<file path="src/hdl/apm_pkg.sv">
// Shared types and constants for the audio peak level meter.
// No dependencies; the RTL files refer to it by scoped names, the testbench imports it.
package apm_pkg;

	// Frame counter width
	localparam int COUNT_BITS = 16;
	localparam int PERIOD_BITS = 16;
	localparam int CMP_BITS = (COUNT_BITS > PERIOD_BITS) ? COUNT_BITS : PERIOD_BITS;

	localparam int MAG_BITS = 32;
	localparam int DUR_BITS = 20;
	localparam int SQ_BITS = 32;
	localparam int PROD_BITS = SQ_BITS + DUR_BITS;
	localparam int ENERGY_BITS = 64;
	localparam int TIME_BITS = 48;

	// Queue between front and back
	localparam int FIFO_DEPTH = 4;
	localparam int FIFO_PTR_BITS = $clog2(FIFO_DEPTH);
	localparam int FIFO_CNT_BITS = $clog2(FIFO_DEPTH + 1);

	typedef enum logic [1:0] {
		OP_SAMPLE    = 2'd0,
		OP_CLR_LEVEL = 2'd1,
		OP_CLR_ALL   = 2'd2,
		OP_NONE      = 2'd3
	} apm_op_t;

	localparam logic [1:0] FMT_INT8  = 2'd0;
	localparam logic [1:0] FMT_INT16 = 2'd1;
	localparam logic [1:0] FMT_INT32 = 2'd2;

	localparam logic [1:0] FMT_RESET = FMT_INT16;
	localparam logic [15:0] PERIOD_RESET = 16'd10;

	// Register indexes (word address bit 2)
	localparam logic REG_FORMAT = 1'b0;
	localparam logic REG_PERIOD = 1'b1;

	// Work handed from front to back
	typedef struct packed {
		logic                  clr_all;
		logic [MAG_BITS-1:0]   level;
		logic [MAG_BITS-1:0]   peak;
		logic [DUR_BITS-1:0]   dur;
	} apm_entry_t;

	typedef enum logic [3:0] {
		ST_IDLE = 4'b0001,
		ST_SQ   = 4'b0010,
		ST_PROD = 4'b0100,
		ST_ACC  = 4'b1000
	} apm_back_st_t;

endpackage

</file>
<file path="src/hdl/apm_front.sv">
// Front part: accepts requests, folds sample magnitudes into the peak and
// runs the frame counter. Depends on apm_pkg.
module apm_front (
	input  logic                          clk,
	input  logic                          arst_n,
	input  logic [1:0]                    width_sel,
	input  logic [15:0]                   update_period,
	input  logic                          accept,
	input  logic [1:0]                    op,
	input  logic [31:0]                   sample,
	input  logic                          frame_end,
	input  logic [apm_pkg::DUR_BITS-1:0]  dur,
	output logic                          push,
	output apm_pkg::apm_entry_t           push_entry
);

	logic [31:0]                     peak_q;
	logic [31:0]                     level_q;
	logic [apm_pkg::COUNT_BITS-1:0]  counter_q;

	logic [31:0] mag;
	logic [7:0]  mag8;
	logic [15:0] mag16;
	logic [31:0] peak_new;
	logic        match;

	always_comb begin
		mag8  = sample[7] ? (8'd0 - sample[7:0]) : sample[7:0];
		mag16 = sample[15] ? (16'd0 - sample[15:0]) : sample[15:0];
		case (width_sel)
			apm_pkg::FMT_INT8:  mag = {mag8, 24'd0};
			apm_pkg::FMT_INT16: mag = {mag16, 16'd0};
			default:            mag = sample[31] ? (32'd0 - sample) : sample;
		endcase
		peak_new = (mag > peak_q) ? mag : peak_q;
		match = (apm_pkg::CMP_BITS'(counter_q) == apm_pkg::CMP_BITS'(update_period));
	end

	always_comb begin
		push = 1'b0;
		push_entry.clr_all = 1'b0;
		push_entry.level   = match ? peak_new : level_q;
		push_entry.peak    = match ? {2'b00, peak_new[31:2]} : peak_new;
		push_entry.dur     = dur;
		case (apm_pkg::apm_op_t'(op))
			apm_pkg::OP_SAMPLE: push = accept & frame_end;
			apm_pkg::OP_CLR_ALL: begin
				push = accept;
				push_entry.clr_all = 1'b1;
			end
			default: push = 1'b0;
		endcase
	end

	always_ff @(posedge clk or negedge arst_n) begin
		if (!arst_n) begin
			peak_q    <= '0;
			level_q   <= '0;
			counter_q <= '0;
		end else if (accept) begin
			case (apm_pkg::apm_op_t'(op))
				apm_pkg::OP_SAMPLE: begin
					if (!frame_end) begin
						peak_q <= peak_new;
					end else if (match) begin
						level_q   <= peak_new;
						peak_q    <= {2'b00, peak_new[31:2]};
						counter_q <= '0;
					end else begin
						peak_q    <= peak_new;
						counter_q <= counter_q + apm_pkg::COUNT_BITS'(1);
					end
				end
				apm_pkg::OP_CLR_LEVEL, apm_pkg::OP_CLR_ALL: begin
					peak_q    <= '0;
					level_q   <= '0;
					counter_q <= '0;
				end
				default: ;
			endcase
		end
	end

endmodule

</file>
<file path="src/hdl/apm_fifo.sv">
// Short queue of frame-end and clear-all work between front and back.
// Depends on apm_pkg.
module apm_fifo (
	input  logic                 clk,
	input  logic                 arst_n,
	input  logic                 push,
	input  apm_pkg::apm_entry_t  push_entry,
	output logic                 full,
	input  logic                 pop,
	output logic                 avail,
	output apm_pkg::apm_entry_t  head
);

	apm_pkg::apm_entry_t                mem_q [apm_pkg::FIFO_DEPTH];
	logic [apm_pkg::FIFO_PTR_BITS-1:0]  wr_ptr_q;
	logic [apm_pkg::FIFO_PTR_BITS-1:0]  rd_ptr_q;
	logic [apm_pkg::FIFO_CNT_BITS-1:0]  count_q;

	assign full  = (count_q == apm_pkg::FIFO_CNT_BITS'(apm_pkg::FIFO_DEPTH));
	assign avail = (count_q != '0);
	assign head  = mem_q[rd_ptr_q];

	always_ff @(posedge clk) begin
		if (push) begin
			mem_q[wr_ptr_q] <= push_entry;
		end
	end

	always_ff @(posedge clk or negedge arst_n) begin
		if (!arst_n) begin
			wr_ptr_q <= '0;
			rd_ptr_q <= '0;
			count_q  <= '0;
		end else begin
			if (push) begin
				wr_ptr_q <= wr_ptr_q + apm_pkg::FIFO_PTR_BITS'(1);
			end
			if (pop) begin
				rd_ptr_q <= rd_ptr_q + apm_pkg::FIFO_PTR_BITS'(1);
			end
			if (push && !pop) begin
				count_q <= count_q + apm_pkg::FIFO_CNT_BITS'(1);
			end else if (!push && pop) begin
				count_q <= count_q - apm_pkg::FIFO_CNT_BITS'(1);
			end
		end
	end

endmodule

</file>
<file path="src/hdl/apm_back.sv">
// Back part: squares the level, scales by frame duration, keeps the
// saturating totals and holds the result register. Depends on apm_pkg.
module apm_back (
	input  logic                 clk,
	input  logic                 arst_n,
	input  logic                 avail,
	input  apm_pkg::apm_entry_t  head,
	output logic                 pop,
	output logic                 out_valid,
	input  logic                 out_ready,
	output logic [175:0]         out_data
);

	apm_pkg::apm_back_st_t               state_q;
	logic [31:0]                         level_q;
	logic [31:0]                         peak_q;
	logic [apm_pkg::DUR_BITS-1:0]        dur_q;
	logic [apm_pkg::SQ_BITS-1:0]         sq_q;
	logic [apm_pkg::PROD_BITS-1:0]       prod_q;
	logic [apm_pkg::ENERGY_BITS-1:0]     energy_q;
	logic [apm_pkg::TIME_BITS-1:0]       time_q;
	logic                                out_valid_q;
	logic [175:0]                        out_data_q;

	logic [63:0]                         sq_full;
	logic [apm_pkg::ENERGY_BITS:0]       energy_sum;
	logic [apm_pkg::TIME_BITS:0]         time_sum;
	logic [apm_pkg::ENERGY_BITS-1:0]     energy_new;
	logic [apm_pkg::TIME_BITS-1:0]       time_new;
	logic                                out_free;

	assign out_valid = out_valid_q;
	assign out_data  = out_data_q;
	assign out_free  = !out_valid_q || out_ready;
	assign pop       = (state_q == apm_pkg::ST_IDLE) && avail;

	always_comb begin
		sq_full    = 64'(level_q) * 64'(level_q);
		energy_sum = {1'b0, energy_q} + (apm_pkg::ENERGY_BITS + 1)'(prod_q);
		time_sum   = {1'b0, time_q} + (apm_pkg::TIME_BITS + 1)'(dur_q);
		energy_new = energy_sum[apm_pkg::ENERGY_BITS] ? '1 :
			energy_sum[apm_pkg::ENERGY_BITS-1:0];
		time_new   = time_sum[apm_pkg::TIME_BITS] ? '1 : time_sum[apm_pkg::TIME_BITS-1:0];
	end

	always_ff @(posedge clk) begin
		case (state_q)
			apm_pkg::ST_IDLE: begin
				level_q <= head.level;
				peak_q  <= head.peak;
				dur_q   <= head.dur;
			end
			apm_pkg::ST_SQ:   sq_q   <= sq_full[62:31];
			apm_pkg::ST_PROD: prod_q <= apm_pkg::PROD_BITS'(sq_q) * apm_pkg::PROD_BITS'(dur_q);
			apm_pkg::ST_ACC: begin
				if (out_free) begin
					out_data_q <= {time_new, energy_new, peak_q, level_q};
				end
			end
			default: ;
		endcase
	end

	always_ff @(posedge clk or negedge arst_n) begin
		if (!arst_n) begin
			state_q     <= apm_pkg::ST_IDLE;
			energy_q    <= '0;
			time_q      <= '0;
			out_valid_q <= 1'b0;
		end else begin
			// New result loads the register; otherwise a taken result empties it
			if ((state_q == apm_pkg::ST_ACC) && out_free) begin
				out_valid_q <= 1'b1;
			end else if (out_ready) begin
				out_valid_q <= 1'b0;
			end
			case (state_q)
				apm_pkg::ST_IDLE: begin
					if (avail) begin
						if (head.clr_all) begin
							energy_q <= '0;
							time_q   <= '0;
						end else begin
							state_q <= apm_pkg::ST_SQ;
						end
					end
				end
				apm_pkg::ST_SQ:   state_q <= apm_pkg::ST_PROD;
				apm_pkg::ST_PROD: state_q <= apm_pkg::ST_ACC;
				apm_pkg::ST_ACC: begin
					if (out_free) begin
						energy_q <= energy_new;
						time_q   <= time_new;
						state_q  <= apm_pkg::ST_IDLE;
					end
				end
				default: state_q <= apm_pkg::ST_IDLE;
			endcase
		end
	end

endmodule

</file>
<file path="src/hdl/audio_peak_level_meter_top.sv">
// Top level of the audio peak level meter: register port, front, queue, back.
// Depends on apm_pkg, apm_front, apm_fifo and apm_back.
//
// The meter takes one request per cycle on the slave stream while the queue
// is not full. tuser carries the op (sample, clear level/peak/counter, clear
// all), tlast marks the last sample of a frame, tdata carries the sample and
// the frame duration. Each sample is turned into a Q1.31 magnitude (full
// scale 2^31) and folded into a peak in the same cycle, so sample requests
// run at one per cycle while the queue is not full. A frame end or a clear-all
// request is put on a four-deep queue; the back end takes each frame end
// through queue pop, square of the level, scale by duration and saturating
// accumulate, because the square and the duration product each take a
// registered multiplier stage, and handles a clear-all in the pop state alone.
// The slave side stalls only while the queue is full: five back-to-back frame
// ends are absorbed (four queued, one in the back end) and a sixth waits, and a
// result held off on the master side backs work up into the queue in the same
// way. The result is held in an output register, so the back end can carry the
// next frame end up to its accumulate step while a result waits.
// Registers: 0x0 sample width (0 int8, 1 int16, 2/3 int32), 0x4
// update_period; write only while the meter is idle.
module audio_peak_level_meter_top (
	input  logic         clk,
	input  logic         arst_n,
	// APB register port
	input  logic         psel,
	input  logic         penable,
	input  logic         pwrite,
	input  logic [2:0]   paddr,
	input  logic [31:0]  pwdata,
	output logic [31:0]  prdata,
	output logic         pready,
	// Request stream
	input  logic         s_tvalid,
	output logic         s_tready,
	input  logic [55:0]  s_tdata,  // [31:0] sample, [51:32] frame_duration_us, rest zero
	input  logic         s_tlast,  // frame_end
	input  logic [1:0]   s_tuser,  // [1:0] op
	// Result stream
	output logic         m_tvalid,
	input  logic         m_tready,
	output logic [175:0] m_tdata   // [31:0] level, [63:32] peak, [127:64] energy_total,
	                               // [175:128] total_time_us
);

	logic [1:0]  width_sel_q;
	logic [15:0] update_period_q;

	logic                 accept;
	logic                 push;
	apm_pkg::apm_entry_t  push_entry;
	logic                 full;
	logic                 pop;
	logic                 avail;
	apm_pkg::apm_entry_t  head;
	logic                 wr_en;

	// Register port: always ready, low address bits ignored
	assign pready = 1'b1;
	assign wr_en  = psel & penable & pwrite;
	assign prdata = (paddr[2] == apm_pkg::REG_PERIOD) ? {16'd0, update_period_q} :
		{30'd0, width_sel_q};

	always_ff @(posedge clk or negedge arst_n) begin
		if (!arst_n) begin
			width_sel_q     <= apm_pkg::FMT_RESET;
			update_period_q <= apm_pkg::PERIOD_RESET;
		end else if (wr_en) begin
			if (paddr[2] == apm_pkg::REG_FORMAT) begin
				width_sel_q <= pwdata[1:0];
			end else begin
				update_period_q <= pwdata[15:0];
			end
		end
	end

	// Stall every request while the queue is full, keeping order simple
	assign s_tready = !full;
	assign accept   = s_tvalid & s_tready;

	apm_front u_front (
		.clk           (clk),
		.arst_n        (arst_n),
		.width_sel     (width_sel_q),
		.update_period (update_period_q),
		.accept        (accept),
		.op            (s_tuser),
		.sample        (s_tdata[31:0]),
		.frame_end     (s_tlast),
		.dur           (s_tdata[51:32]),
		.push          (push),
		.push_entry    (push_entry)
	);

	apm_fifo u_fifo (
		.clk        (clk),
		.arst_n     (arst_n),
		.push       (push),
		.push_entry (push_entry),
		.full       (full),
		.pop        (pop),
		.avail      (avail),
		.head       (head)
	);

	apm_back u_back (
		.clk       (clk),
		.arst_n    (arst_n),
		.avail     (avail),
		.head      (head),
		.pop       (pop),
		.out_valid (m_tvalid),
		.out_ready (m_tready),
		.out_data  (m_tdata)
	);

endmodule

</file>
<file path="config.mk">
export PLATFORM = sky130hd
export DESIGN_NAME = audio_peak_level_meter_top
export DESIGN_NICKNAME = d
export VERILOG_FILES = /design/src/hdl/apm_pkg.sv /design/src/hdl/apm_front.sv /design/src/hdl/apm_fifo.sv /design/src/hdl/apm_back.sv /design/src/hdl/audio_peak_level_meter_top.sv
export SDC_FILE = /design/constraint.sdc
export NUM_CORES = 2
export LEC_CHECK = 0
export BUFFER_PORTS_ARGS = -buffer_cell sky130_fd_sc_hd__buf_2
export CORE_UTILIZATION = 30
export CTS_CLUSTER_SIZE = 40
export DETAILED_ROUTE_END_ITERATION = 7
export GPL_ROUTABILITY_DRIVEN = 0
export PLACE_DENSITY = 0.4
export SETUP_SLACK_MARGIN = 0.2
export SKIP_CTS_REPAIR_TIMING = 1
export SYNTH_ARGS = -nofsm -noshare
export SYNTH_HDL_FRONTEND = slang
export SYNTH_HIERARCHICAL = 1
export SYNTH_SLANG_ARGS = --single-unit
</file>
<file path="constraint.sdc">
create_clock -name clk -period 16.41 [get_ports clk]
set_clock_uncertainty 0.2 [all_clocks]
set_input_delay 1.641 -clock clk [delete_from_list [all_inputs] [get_ports clk]]
set_output_delay 1.641 -clock clk [all_outputs]
set_load 0.01 [all_outputs]
</file>
# After elaboration in Yosys (flattened, before gate mapping)
# Memories as Yosys holds them, arrays and structs flattened.
# Index checks and enable logic that the tools add are counted.
dict set report classes {
  n_addsub 10
  mul 2
  order_cmp 1
  n_eq_ne 14
  mux 37
  n_bitwise 5
  reduce_logical 24
}
# op count
set ops {}
lappend ops {{$mux 64} 4}
lappend ops {{$mux 32} 6}
lappend ops {{$mux 48} 4}
lappend ops {{$pmux 32 s2} 3}
lappend ops {{$pmux 64 s2} 1}
lappend ops {{$pmux 48 s2} 1}
lappend ops {{$add 64x52->65} 1}
lappend ops {{$mux 16} 4}
lappend ops {{$mul 32x32->63} 1}
lappend ops {{$mul 32x20->52} 1}
lappend ops {{$add 48x20->49} 1}
lappend ops {{$gt 32x32->1} 1}
lappend ops {{$pmux 16 s2} 1}
lappend ops {{$sub 1x32->32 const A} 1}
lappend ops {{$add 16x1->16 const B} 1}
lappend ops {{$eq 16x16->1} 1}
lappend ops {{$pmux 4 s4} 1}
lappend ops {{$sub 1x16->16 const A} 1}
lappend ops {{$mux 4} 3}
lappend ops {{$mux 8} 1}
lappend ops {{$reduce_and 2->1} 4}
lappend ops {{$reduce_bool 2->1} 4}
lappend ops {{$sub 1x8->8 const A} 1}
lappend ops {{$mux 3} 2}
lappend ops {{other kinds (24)} 44}
dict set report totals {
  regBits 566
  mem_bits_rw 340
  inputBits 101
  out_inout_bits 211
  memories 1
}
# name words width rd rd_clocked_by_memory_dff write_ports line_no
set mem_list {}
lappend mem_list {u_fifo.mem_q 4 85 1 0 1 apm_fifo.sv:14} ;# apm_pkg::apm_entry_t mem_q [apm_pkg::FIFO_DEPTH];

# Depth between registers and ports, before layout
dict set report logic_depth {
  ltp_word 9
  ltp_mapped 29
}

# Modules after synthesis
# Netlist, hierarchy kept.
# module n_inst cells_each area_per_inst_um2
set by_module_without_submodules {}
lappend by_module_without_submodules {apm_back 1 7141 70213.6}
lappend by_module_without_submodules {apm_fifo 1 479 12680.9}
lappend by_module_without_submodules {apm_front 1 860 7131.8}
lappend by_module_without_submodules {audio_peak_level_meter_top 1 78 1006.0}

# Worst setup path after synthesis
# No wires, ideal clock.
dict set report synth_path {
  path_kind {flip-flop to flip-flop}
  from {register u_back.state_q[0]}
  to {register u_fifo/count_q[1] (netlist name)}
  setup_time_ns 0.125
  arrival_ns 11.259
  required_ns 16.085
  setup_slack_ns 4.826
  path_stages_with_launch 10
  n_path_buf 1
  cell_sequence {dfstp_2 clkbuf_1 nor4b_1 nand2_1 inv_1 inv_1 ha_1 inv_1 fa_1 mux2_2}
}
dict set report synth_via {
  elab_chain_len 5
}
# item line_no
set synth_rtl {}
lappend synth_rtl {{start: declaration} apm_back.sv:14} ;# apm_pkg::apm_back_st_t state_q;
lappend synth_rtl {{start signal: assignment} apm_back.sv:66} ;# state_q <= apm_pkg::ST_IDLE;
lappend synth_rtl {{start signal: assignment} apm_back.sv:84} ;# state_q <= apm_pkg::ST_SQ;
lappend synth_rtl {{start signal: assignment} apm_back.sv:88} ;# apm_pkg::ST_SQ: state_q <= apm_pkg::ST_PROD;
lappend synth_rtl {{$eq 4x1->1 *} apm_back.sv:35} ;# assign pop = (state_q == apm_pkg::ST_IDLE) && avail;
lappend synth_rtl {{$logic_and 1x1->1 *} apm_back.sv:35}
lappend synth_rtl {{net pop} audio_peak_level_meter_top.sv:52} ;# logic pop;
lappend synth_rtl {{$logic_not 1->1} apm_fifo.sv:41} ;# if (push && !pop) begin
lappend synth_rtl {{$logic_and 1x1->1} apm_fifo.sv:41}
lappend synth_rtl {{$mux 3 / $reduce_bool 2->1 (equally long branches)} -}
lappend synth_rtl {{end signal: assignment} apm_fifo.sv:42} ;# count_q <= count_q + apm_pkg::FIFO_CNT_BITS'(1);
lappend synth_rtl {{end signal: assignment} apm_fifo.sv:44} ;# count_q <= count_q - apm_pkg::FIFO_CNT_BITS'(1);
lappend synth_rtl {{end: declaration} apm_fifo.sv:17} ;# logic [apm_pkg::FIFO_CNT_BITS-1:0] count_q;
# The timed path passes the listed nets; every way through them passes the cells marked *.
# A chain may end at the register's enable or synchronous reset.

# Worst setup path in the final report
dict set report layout_path {
  from {register u_back.level_q[16]}
  to {register u_back/sq_q[26] (netlist name), data pin}
}
dict set report layout_via {
  elab_chain_len 1
}
# item line_no
set layout_rtl {}
lappend layout_rtl {{start: declaration} apm_back.sv:15} ;# logic [31:0] level_q;
lappend layout_rtl {{start signal: assignment} apm_back.sv:49} ;# level_q <= head.level;
lappend layout_rtl {{$mul 32x32->63} apm_back.sv:38} ;# sq_full = 64'(level_q) * 64'(level_q);
lappend layout_rtl {{net u_back.sq_full[57]} apm_back.sv:25} ;# logic [63:0] sq_full;
lappend layout_rtl {{end signal: assignment} apm_back.sv:53} ;# apm_pkg::ST_SQ: sq_q <= sq_full[62:31];
lappend layout_rtl {{end: declaration} apm_back.sv:18} ;# logic [apm_pkg::SQ_BITS-1:0] sq_q;
# The timed path passes the listed nets, and every way through them passes these cells.

==> flow_summary_export.csv <==
group,metric,value,unit
clocking,cts_htree_levels,3,
hold_path,hold_class,"flip-flop to flip-flop",
synth,syn_inst,8558,
final_layout,layout-drive-gt1-share,9.15,%
die,core.rowCount,201,
synth,synthArstFlopShare,24.5,%
clocking,cts_buffers,102,
place,pre_cts_slack,6630,ps
timing,worst_pin_slew,1320,ps
timing,slew_headroom,11.8,%
die,die_area,0.306,mm2
timing,post-route-min-period,9700,ps
drt,wl,271,mm
clocking,insertion_delay,770,ps
critical_path,critical_path_class,"flip-flop to flip-flop",
drt,wl_per_cell,21.4,um
synth,synth_edf_count,684,
synth,synth-seq-cells,906,
grt,grt_max_degree,83,
synth,synth_top_cells_by_area,"fa_1, edfxtp_1, ha_1",
synth,ys_types,119,
critical_path,worst_ep_arrival_time,10040,ps
drt,via_per_inst,4.76,
critical_path,worstPathRequired,16760,ps
clocking,clk_pin_slew,70,ps
timing,grt_setup_unrepaired,"no",
place,placement.io_buffers,272,
timing,hold_viol,0,
drt,via_count,60400,
clocking,cts_root_buf,"clkbuf_16",
grt,antenna_found_initial,32,
synth,syn-cell-area,0.0910,mm2
timing,tns,0,ps
grt,grt_overflow,0,
critical_path,end_kind,"flip-flop",
synth,avgSynthCellArea,10.6,um2
clocking,clockBufferDepth,3,
synth,synth_top_area_share,29.3,%
run_status,status,"finished, final reports clean",
grt,first_global_vias,65800,
synth,synth_flop_cell,"edfxtp_1",
place,dp_hpwl,196,mm
timing,setup_viol,0,
drt,ant_nets,0,
timing,slew_viol_final,0,
synth,yosys.area.top_type,"fa_1",
die,initial_core_util,30.3,%
clocking,cts_sinks,906,
die,die_h,553,um
die,core,0.301,mm2
critical_path,crit_path_max_fanout,28,
drt,first_pass_iters,5,
grt,track_usage,17.8,%
timing,hold_slack,201,ps
timing,timing.final.ws_setup,6710,ps
final_layout,nets,10600,
synth,synth_warnings,6,
timing,finalCritPeriodShare,59.1,%
timing,clock.fmax,103,MHz
place,numPlacedInstances,12500,
final_layout,final_cells,12700,
final_layout,area_growth,9.68,%
flow_run,cap_violations,0,
critical_path,startpoint_type,"flip-flop",
drt,drc,0,
synth,yosysSeqAreaShare,28.7,%
die,ios,312,
die,die_x,553,um
clocking,cts_tree,"yes",
drt,drt-initial-drc-count,3882,
grt,grt_pass1_wl,414,mm
## layout make-up
cell class / instances / area (um2)
diodes: 10 / 25.0
clock buffers: 138 / 2760
clock inverters: 53 / 652
fillers: 30700 / 201000
inverters: 1688 / 6340
multi-input cells: 5538 / 56700
flip-flops and latches: 906 / 26100
well taps: 3958 / 4950
repair buffers: 396 / 2300
## synth_stat cells (all sizes together), types with 24 or more instances
library cell / instances
nand2: 972
nand4: 58
nor2: 208
a21oi: 285
a32oi: 30
o21ai: 232
xor2: 123
mux2: 27
a31oi: 27
edfxtp: 684
dfrtp: 218
nor2b: 32
o22ai: 26
a21o: 103
a211oi: 31
mux4: 85
ha: 568
and2: 523
clkbuf: 339
buf: 102
a22o: 78
inv: 1685
mux2i: 53
o211ai: 34
fa: 1332
and3: 36
nand3: 86
nor3: 82
o21bai: 37
nand2b: 26
xnor2: 142
or3: 24
## worst paths after layout
path,end,slack [ps],startpoint,depth (start not counted)
worst max-delay path,u_back/sq_q[26],6710,u_back/level_q[16],24
worst max register to register,u_back/sq_q[26],6710,u_back/level_q[16],24
max in group asynchronous,u_back/time_q[20],13490,arst_n,3
min in group asynchronous,u_back/energy_q[5],590,arst_n,1
worst min-delay path,u_back/out_data[50],200,u_back/peak_q[18],0
worst min register to register,u_back/out_data[50],200,u_back/peak_q[18],0
## critical path, stage by stage (launching register included)
cell and delay (ps):
edfxtp_1 320, buf_4 460, clkinv_1 700, nor2_1 430
fa_1 510, fa_1 500, fa_1 520, inv_1 50
fa_1 480, inv_1 50, fa_1 490, fa_1 530
fa_1 440, fa_1 570, ha_1 440, nand2_1 170
or3_1 390, a2bb2oi_1 140, a311oi_1 370, buf_4 230
o21a_1 110, nor2_1 80, nor4b_1 540, o311ai_0 350
a31oi_1 330
## registers in the layout, summed over array words and instances, names as in the netlist, 4 cells and up
| name | flops |
|---|---|
| u_fifo/mem_q | 340 |
| u_back/out_data | 176 |
| u_back/energy_q | 64 |
| u_back/prod_q | 52 |
| u_back/time_q | 48 |
| u_back/level_q | 32 |
| u_back/peak_q | 32 |
| u_back/sq_q | 32 |
| u_front/level_q | 32 |
| u_front/peak_q | 32 |
| u_back/dur_q | 20 |
| u_front/counter_q | 16 |
| update_period_q | 16 |
| u_back/state_q | 4 |
## per-layer routing
metal	share of wire, %	GRT usage (%)	vias up
met4	2.5	4.39	8
met1	47	25.3	31100
li1	-	-	27600
met2	45	28.5	1414
met5	0.020	0	-
met3	4.9	2.49	317
## cells in the final DEF, fill, tap and decap left out, types with 78 or more instances in the layout
cell type,Yosys,routed
xnor2_1,142,142
clkbuf_16,0,103
a21oi_1,254,254
edfxtp_1,684,684
fa_1,1332,1332
dfrtp_1,218,216
nand2_1,950,949
inv_1,1684,1684
xor2_1,123,123
nor3_1,80,79
ha_1,568,568
o21ai_0,214,214
buf_2,35,271
and2_1,521,517
nor2_1,208,208
a21o_1,103,103
nand3_1,86,86
a22o_1,78,78
mux4_2,85,85
buf_4,43,124
## stage by stage
step	utilization [%]	area, um2
after floorplan	-	91100
after global placement	32.1	96400
after detailed placement	32.1	96400
after CTS	33.2	99800
after global routing	33.2	99800
final	33.2	99800
## kinds of logic (layout without fill, tap and decap cells)
| family | after synthesis | in the layout | share of synthesized area, % |
|---|---|---|---|
| DFF | 906 | 906 | 28.7 |
| buffers and inverters | 2129 | 2275 | 9.16 |
| adders and majority gates | 1900 | 1900 | 37.1 |
| xor gates and xnor gates | 265 | 265 | 2.55 |
| AOI/OAI and AO/OA | 1064 | 1064 | 7.99 |
| muxes | 165 | 165 | 3.06 |
| other | 2 | 27 | 0.00825 |
| and+or+nand+nor | 2127 | 2127 | 11.5 |
Power is left out: the tool's default activity adds up to more than one toggle a clock period on the data nets, which glitch-free logic cannot reach.
